[src/hfn_pkg.sv]
`timescale 1ns / 1ps
package hfn_pkg;

    typedef enum logic [3:0] {
        ST_IDLE,
        ST_MOD,
        ST_WR,
        ST_RD0,
        ST_RD1,
        ST_RD2,
        ST_RD3,
        ST_DIFF,
        ST_SQA,
        ST_SQB,
        ST_SQD,
        ST_SUM,
        ST_CSEL,
        ST_CWAIT,
        ST_FIN
    } t_state;

    typedef enum logic [1:0] {
        QS_IDLE,
        QS_DIV,
        QS_SQRT
    } t_qstate;

    localparam logic CMD_WRITE = 1'b0;
    localparam logic CMD_QUERY = 1'b1;

    localparam logic CFG_SIDE    = 1'b0;
    localparam logic CFG_SPACING = 1'b1;

    localparam int COORD_W   = 8;
    localparam int HEIGHT_W  = 16;
    localparam int NORM_W    = 16;
    localparam int SIDE_W    = 9;
    localparam int SPACING_W = 16;

    localparam logic [SIDE_W-1:0]    SIDE_MIN      = 9'd2;
    localparam logic [SIDE_W-1:0]    SIDE_RESET    = 9'd256;
    localparam logic [SPACING_W-1:0] SPACING_RESET = 16'd256;

    localparam int QUO_W     = 30;
    localparam int ROOT_W    = 15;
    localparam logic [4:0] DIV_LAST  = 5'd29;
    localparam logic [4:0] ROOT_LAST = 5'd14;

    localparam logic [NORM_W-1:0] Q_ONE = 16'h8000;
    localparam logic [NORM_W-1:0] Q_MAX = 16'h7FFF;

endpackage

[src/hfn_qunit.sv]
`timescale 1ns / 1ps
module hfn_qunit #(
    parameter int SW = 34
) (
    input  logic                         i_clk,
    input  logic                         i_rst_n,
    input  logic                         i_start,
    input  logic [SW-1:0]                i_sq,
    input  logic [SW-1:0]                i_s,
    output logic                         o_done,
    output logic [hfn_pkg::ROOT_W-1:0]   o_q
);

    hfn_pkg::t_qstate r_state, n_state;
    logic [4:0]                   r_cnt;
    logic [SW-1:0]                r_rem;
    logic [SW-1:0]                r_s;
    logic [hfn_pkg::QUO_W-1:0]    r_quo;
    logic [hfn_pkg::ROOT_W-1:0]   r_root;
    logic                         r_done;

    logic [SW:0]                  rem2;
    logic                         ge;
    logic [hfn_pkg::ROOT_W-1:0]   trial;
    logic [hfn_pkg::QUO_W-1:0]    sqr;
    logic                         last;

    assign rem2  = {r_rem, 1'b0};
    assign ge    = rem2 >= {1'b0, r_s};
    assign trial = r_root | (hfn_pkg::ROOT_W'(1) << r_cnt[3:0]);
    assign sqr   = hfn_pkg::QUO_W'(trial) * hfn_pkg::QUO_W'(trial);
    assign last  = (r_cnt == 5'd0);

    always_comb begin
        n_state = r_state;
        case (r_state)
            hfn_pkg::QS_IDLE: begin
                if (i_start) n_state = hfn_pkg::QS_DIV;
            end
            hfn_pkg::QS_DIV: begin
                if (last) n_state = hfn_pkg::QS_SQRT;
            end
            hfn_pkg::QS_SQRT: begin
                if (last) n_state = hfn_pkg::QS_IDLE;
            end
            default: n_state = hfn_pkg::QS_IDLE;
        endcase
    end

    always_ff @(posedge i_clk) begin
        if (!i_rst_n) begin
            r_state <= hfn_pkg::QS_IDLE;
            r_cnt   <= 5'd0;
            r_done  <= 1'b0;
        end else begin
            r_state <= n_state;
            r_done  <= (r_state == hfn_pkg::QS_SQRT) && last;
            case (r_state)
                hfn_pkg::QS_IDLE: r_cnt <= hfn_pkg::DIV_LAST;
                hfn_pkg::QS_DIV:  r_cnt <= last ? hfn_pkg::ROOT_LAST : r_cnt - 5'd1;
                hfn_pkg::QS_SQRT: r_cnt <= r_cnt - 5'd1;
                default:          r_cnt <= 5'd0;
            endcase
        end
    end

    always_ff @(posedge i_clk) begin
        case (r_state)
            hfn_pkg::QS_IDLE: begin
                r_rem  <= i_sq;
                r_s    <= i_s;
                r_root <= '0;
            end
            hfn_pkg::QS_DIV: begin
                r_rem <= ge ? SW'(rem2 - {1'b0, r_s}) : SW'(rem2);
                r_quo <= {r_quo[hfn_pkg::QUO_W-2:0], ge};
            end
            hfn_pkg::QS_SQRT: begin
                if (sqr <= r_quo) r_root <= trial;
            end
            default: ;
        endcase
    end

    assign o_done = r_done;
    assign o_q    = r_root;

endmodule

[config.mk]
export PLATFORM = sky130hd
export DESIGN_NAME = hfn_qunit
export DESIGN_NICKNAME = d
export VERILOG_FILES = /design/src/hfn_pkg.sv /design/src/hfn_qunit.sv
export SDC_FILE = /design/constraint.sdc
export NUM_CORES = 1
export LEC_CHECK = 0
export BUFFER_PORTS_ARGS = -buffer_cell sky130_fd_sc_hd__buf_2
export CAP_MARGIN = 20
export CORE_MARGIN = 5
export CORE_UTILIZATION = 50
export DETAILED_ROUTE_END_ITERATION = 16
export MAX_ROUTING_LAYER = met4
export PLACE_DENSITY = 0.72
export SKIP_LAST_GASP = 1
export SLEW_MARGIN = 10
export SYNTH_ARGS = -nofsm -noshare
export SYNTH_HDL_FRONTEND = slang
export SYNTH_SLANG_ARGS = --single-unit
[constraint.sdc]
create_clock -name i_clk -period 18.4 [get_ports i_clk]
set_clock_uncertainty 0.2 [all_clocks]
set_input_delay 3.68 -clock i_clk [delete_from_list [all_inputs] [get_ports i_clk]]
set_output_delay 3.68 -clock i_clk [all_outputs]
set_load 0.05 [all_outputs]
# After elaboration in Yosys (flattened, before gate mapping)
# Index checks and enable logic that the tools add are counted.
# W data, S select, Z words.
[word_totals]
word_cells = 37
regBits = 121
out_inout_bits = 16
in_bits = 71
[op_classes]
n_shift = 1
n_mul = 1
n_lt_le_gt_ge = 2
n_mux = 10
bitwise_logic = 1
n_addsub = 2
reduce_logical = 7
eq_ne = 6
[op_table]
columns = ["op", "n"]
rows = [
  ["$pmux W34 S2", 1],
  ["$ge A35 B34 Y1", 1],
  ["$mux W34", 1],
  ["$sub A34 B34 Y34", 1],
  ["$le A30 B30 Y1", 1],
  ["$mul A15 B15 Y30", 1],
  ["$pmux W15 S2", 1],
  ["$mux W15", 1],
  ["$or A15 B15 Y15", 1],
  ["$pmux W5 S3", 1],
  ["$shl A1 B4 Y15 const A", 1],
  ["$mux W2", 3],
  ["$ne A2 B2 Y1 const B", 3],
  ["$pmux W2 S3", 1],
  ["$logic_not A5 Y1", 1],
  ["$mux W5", 1],
  ["$sub A5 B1 Y5 const B", 1],
  ["$reduce_bool A2 Y1", 2],
  ["$reduce_and A3 Y1", 1],
  ["$eq A2 B1 Y1 const B", 1],
  ["$eq A2 B2 Y1 const B", 1],
  ["$logic_not A2 Y1", 1],
  ["$ne A2 B1 Y1 const B", 1],
  ["$reduce_and A2 Y1", 1],
  ["$logic_and A1 B1 Y1", 1],
]

# Longest topological paths before layout
[depth]
depth_word = 6
ltp_mapped = 39
depth_no_buf = 36

# Worst setup path after synthesis
# OpenSTA, ideal clock, no wires.
[synth_path]
path_kind = "register to register"
start = "register r_cnt[2]"
end = "register r_root (netlist bit o_q[0]) (enable)"
n_path_buf = 2
path_slack_ps = 9095
path_stages_with_launch = 33
synth_period_minus_slack_ps = 9305
required_time_ps = 17792
t_arrival_ps = 8698
setup_time_ps = 408
cell_sequence = "dfxtp_1 clkbuf_1 nor2_1 a21oi_1 clkinv_1 nand2_1 fa_1 fa_1 inv_1 fa_1 inv_1 fa_1 inv_1 fa_1 inv_1 fa_1 inv_1 ha_1 clkbuf_1 a21oi_1 o21ai_1 a221o_1 a21oi_1 o21ai_1 a21oi_1 nor2b_1 o41a_1 xor2_1 ha_1 nand3_1 nor3_1 a41oi_1 o21ai_0"
[synth_via]
elab_chain_len = 6
[synth_lines]
columns = ["element", "line_no", "source"]
rows = [
  ["from (decl)", "hfn_qunit.sv:15", "logic [4:0] r_cnt;"],
  ["from (signal assigned)", "hfn_qunit.sv:59", "hfn_pkg::QS_IDLE: r_cnt <= hfn_pkg::DIV_LAST;"],
  ["from (signal assigned)", "hfn_qunit.sv:60", "hfn_pkg::QS_DIV: r_cnt <= last ? hfn_pkg::ROOT_LAST : r_cnt - 5'd1;"],
  ["from (signal assigned)", "hfn_qunit.sv:61", "hfn_pkg::QS_SQRT: r_cnt <= r_cnt - 5'd1;"],
  ["$shl A1 B4 Y15", "hfn_qunit.sv:30", "assign trial = r_root | (hfn_pkg::ROOT_W'(1) << r_cnt[3:0]);"],
  ["$or A15 B15 Y15", "hfn_qunit.sv:30", ""],
  ["net trial (one bit)", "hfn_qunit.sv:24", "logic [hfn_pkg::ROOT_W-1:0] trial;"],
  ["$mul A15 B15 Y30", "hfn_qunit.sv:31", "assign sqr = hfn_pkg::QUO_W'(trial) * hfn_pkg::QUO_W'(trial);"],
  ["$le A30 B30 Y1", "hfn_qunit.sv:79", "if (sqr <= r_quo) r_root <= trial;"],
  ["$ne A2 B1 Y1 (no source line)", "-", ""],
  ["$reduce_and A2 Y1 (no source line)", "-", ""],
  ["to (signal assigned)", "hfn_qunit.sv:79", ""],
  ["to (decl)", "hfn_qunit.sv:19", "logic [hfn_pkg::ROOT_W-1:0] r_root;"],
]
# The timed path passes the listed nets, and every way through them passes these cells.
# A chain may end at the register's enable or synchronous reset.

# Final worst setup path
[layout_path]
start = "register r_cnt[0]"
end = "register r_root (netlist bit o_q[5]) (enable)"
# Same word-level chain as after synthesis.

==> impl_metrics.tcl <==
set metrics [dict create \
    status "finished, final reports clean" \
    clk_pin_slew_worst_paths_ns 0.06 \
    p_switching_uw 586.6 \
    ys_warn_count 0 \
    holdPathStages 0 \
    crit_type "reg2reg" \
    p_int_uw 836.7 \
    worst_ep_arrival_time_ns 9.41 \
    drv_slew 0 \
    hp-start "r_quo[14]" \
    max_slew_margin 0.2909 \
    yosys.area.top_type "edfxtp_1" \
    pwr-share-seq 0.261 \
    crit_family "adder cells" \
    ioPinCount 87 \
    synth_nets 1780 \
    min_period_ns 9.499 \
    synthFlopType "edfxtp_1" \
    netlist_area_sq_um 13440 \
    max_cap_viol_count 0 \
    start_util 0.5029 \
    grt_pass1_vias 10340 \
    final_common_cell "inv_1" \
    crit_slowest_cell "a21oi_1" \
    rr_startpoint "r_cnt[0]" \
    period_share 0.5163 \
    htree_levels 4 \
    wirelength_met1_um 13660 \
    drc_errors 0 \
    layout-drive-gt1-share 0.09807 \
    rsz0062_at_grt "false" \
    yosysUniqueCellTypes 64 \
    seq_area_frac_synth 0.2644 \
    hold_buffers 0 \
    fp.dieH_um 174.0 \
    hold_slack_ns 0.2485 \
    viasPerCell 5.512 \
    avgSynthCellArea_sq_um 9.499 \
    cts_setup_buffers 0 \
    first_pass_iters 5 \
    setup_viol 0 \
    synth-async-reset-ratio 0 \
    clock_power_share 0.239 \
    clock_latency_ns 0.43 \
    cp_num_buf_inv 8 \
    reg2reg_depth 36 \
    r2r_end "o_q[5]" \
    timing_hold_violations_final 0 \
    tritoncts "built" \
    clockBufferDepth 2 \
    dr_wl_met2_um 14810 \
    cp_max_fo 15 \
    hpwl_um 24740 \
    tightest_slew_ns 1.061 \
    whs_endpoint "r_quo[15]" \
    worst_path_largest_cell_delay_ns 0.59 \
    portBuffers 86 \
    worst_setup_path_end_kind "flop" \
    hp-class "reg2reg" \
    wl_um 30890 \
    p_sw_frac 0.4121 \
    area.growth.synth_to_final_pct 10.11 \
    p_per_area_nw_per_um2 96.17 \
    cts_resized 0 \
    die-area_sq_um 30260 \
    grt_pass1_wl_um 50830 \
    critPathLaunchType "flop" \
    vias 10150 \
    row_count 60 \
    numCtsBuffers 17 \
    place.gp.congestion 0.9852 \
    wl_per_cell_um 16.78 \
    die_w_um 174.0 \
    vdd_ir_drop_max_mv 0.06045 \
    combPwrFrac 0.500 \
    cp.required_ns 18.31 \
    track_usage 0.2114 \
    synthCells 1415 \
    fmax_mhz 105.3 \
    drtIter0Drc 791 \
    fin_setup_tns_ns 0 \
    antenna_found_initial 1 \
    r2r_setup_slack_ns 8.90 \
    ys_seq_elements 121 \
    synth_top_area_share 0.2524 \
    grt_overflow 0 \
    coreArea_sq_um 26730 \
    top_layer_used "met4" \
    synthTopCellsByArea "edfxtp_1 (25%), fa_1 (21%), ha_1 (14%), inv_1 (7.5%), nor2_1 (3.5%)" \
    p_leak_uw 0.007657 \
    synth-edff-count 113 \
    wl_met3_um 1865 \
    cts_root_buf "clkbuf_16" \
    nets 1851 \
    grt_start_max_net_pins 64 \
    detail-route-antenna-nets 0 \
    clock_sinks 121 \
    final_cell_mix "inv_1 (268), ha_1 (155), fa_1 (139), nor2_1 (125), nand2_1 (119)" \
]
registers in the layout, indices dropped and copies added, names as in the netlist:
register	count
o_done	1
r_cnt	5
r_rem	34
r_state	2
r_quo	30
r_s	34
o_q	15
Yosys cell counts, drive strengths merged, types with 3 or more instances:
library cell / n
inv: 269
ha: 155
fa: 139
nor2: 126
nand2: 121
edfxtp: 113
a21oi: 75
o21ai: 63
a21o: 43
xnor2: 41
clkbuf: 36
mux2i: 26
xor2: 22
nor3: 16
nand3: 15
o21a: 13
nand4: 12
o21bai: 11
a31oi: 10
buf: 10
nor2b: 10
dfxtp: 8
nand2b: 7
a221o: 6
or3: 6
o211ai: 5
o31ai: 5
a41oi: 4
and3: 4
or2: 4
a221oi: 3
a31o: 3
and2: 3
and4: 3
clkinv: 3
nor4: 3
o2111ai: 3
power groups by stage:
stage | Clock (uW) | Sequential, uW | Combinational, uW
final | 340 | 371 | 712
after detailed placement | 0 | 376 | 705
after global routing | 357 | 375 | 802
after global placement | 0 | 375 | 689
after CTS | 345 | 371 | 711
after floorplan | 0 | 376 | 546
kinds of logic (layout without fill, tap and decap cells):
logic type	Yosys count	in the layout	share of synthesized area
mux	26	26	0.01936
other cells	0	1	0
fa+ha+maj	294	294	0.3513
compound gates	261	261	0.1258
flops	121	121	0.2644
simple gates	332	332	0.1072
buf+inv	318	402	0.09094
xor+xnor	63	63	0.04105
worst max path at each step:
stage | startpoint | endpoint | cells past startpoint
after floorplan | r_cnt[2] | o_q[0] | 32
after global placement | r_cnt[0] | o_q[12] | 36
after detailed placement | r_cnt[0] | o_q[14] | 36
after CTS | r_cnt[0] | o_q[4] | 36
after global routing | r_cnt[0] | o_q[5] | 36
final | r_cnt[0] | o_q[5] | 36
layout make-up:
type	instances	area [sq um]
clock buffer	17	425.4
clock inverter	15	166.4
antenna	1	2.502
inverter	272	1021
fill	2387	11930
tap	341	426.7
timing repair buffer	98	520.5
multi-input combinational	976	8685
sequential	121	3553
metal layers:
| metal | track usage | up-vias |
|---|---|---|
| met4 | 0.04619 | 0 |
| li1 | - | 4828 |
| met3 | 0.03371 | 40 |
| met2 | 0.3492 | 336 |
| met1 | 0.2782 | 4944 |
| met5 | - | - |
per-stage QoR:
stage | utilization | power [uW] | setup slack [ns] | area (sq um) | instances
2_1_floorplan | - | 922.4 | 9.095 | 13440 | 1415
3_3_place_gp | 0.5316 | 1064 | 9.185 | 14210 | 1808
3_5_place_dp | 0.5316 | 1080 | 9.017 | 14210 | 1808
4_1_cts | 0.5537 | 1427 | 8.987 | 14800 | 1840
5_1_grt | 0.5538 | 1534 | 8.287 | 14800 | 1841
6_report | 0.5538 | 1423 | 8.901 | 14800 | 1841
Power figures use the tool's default switching activity.
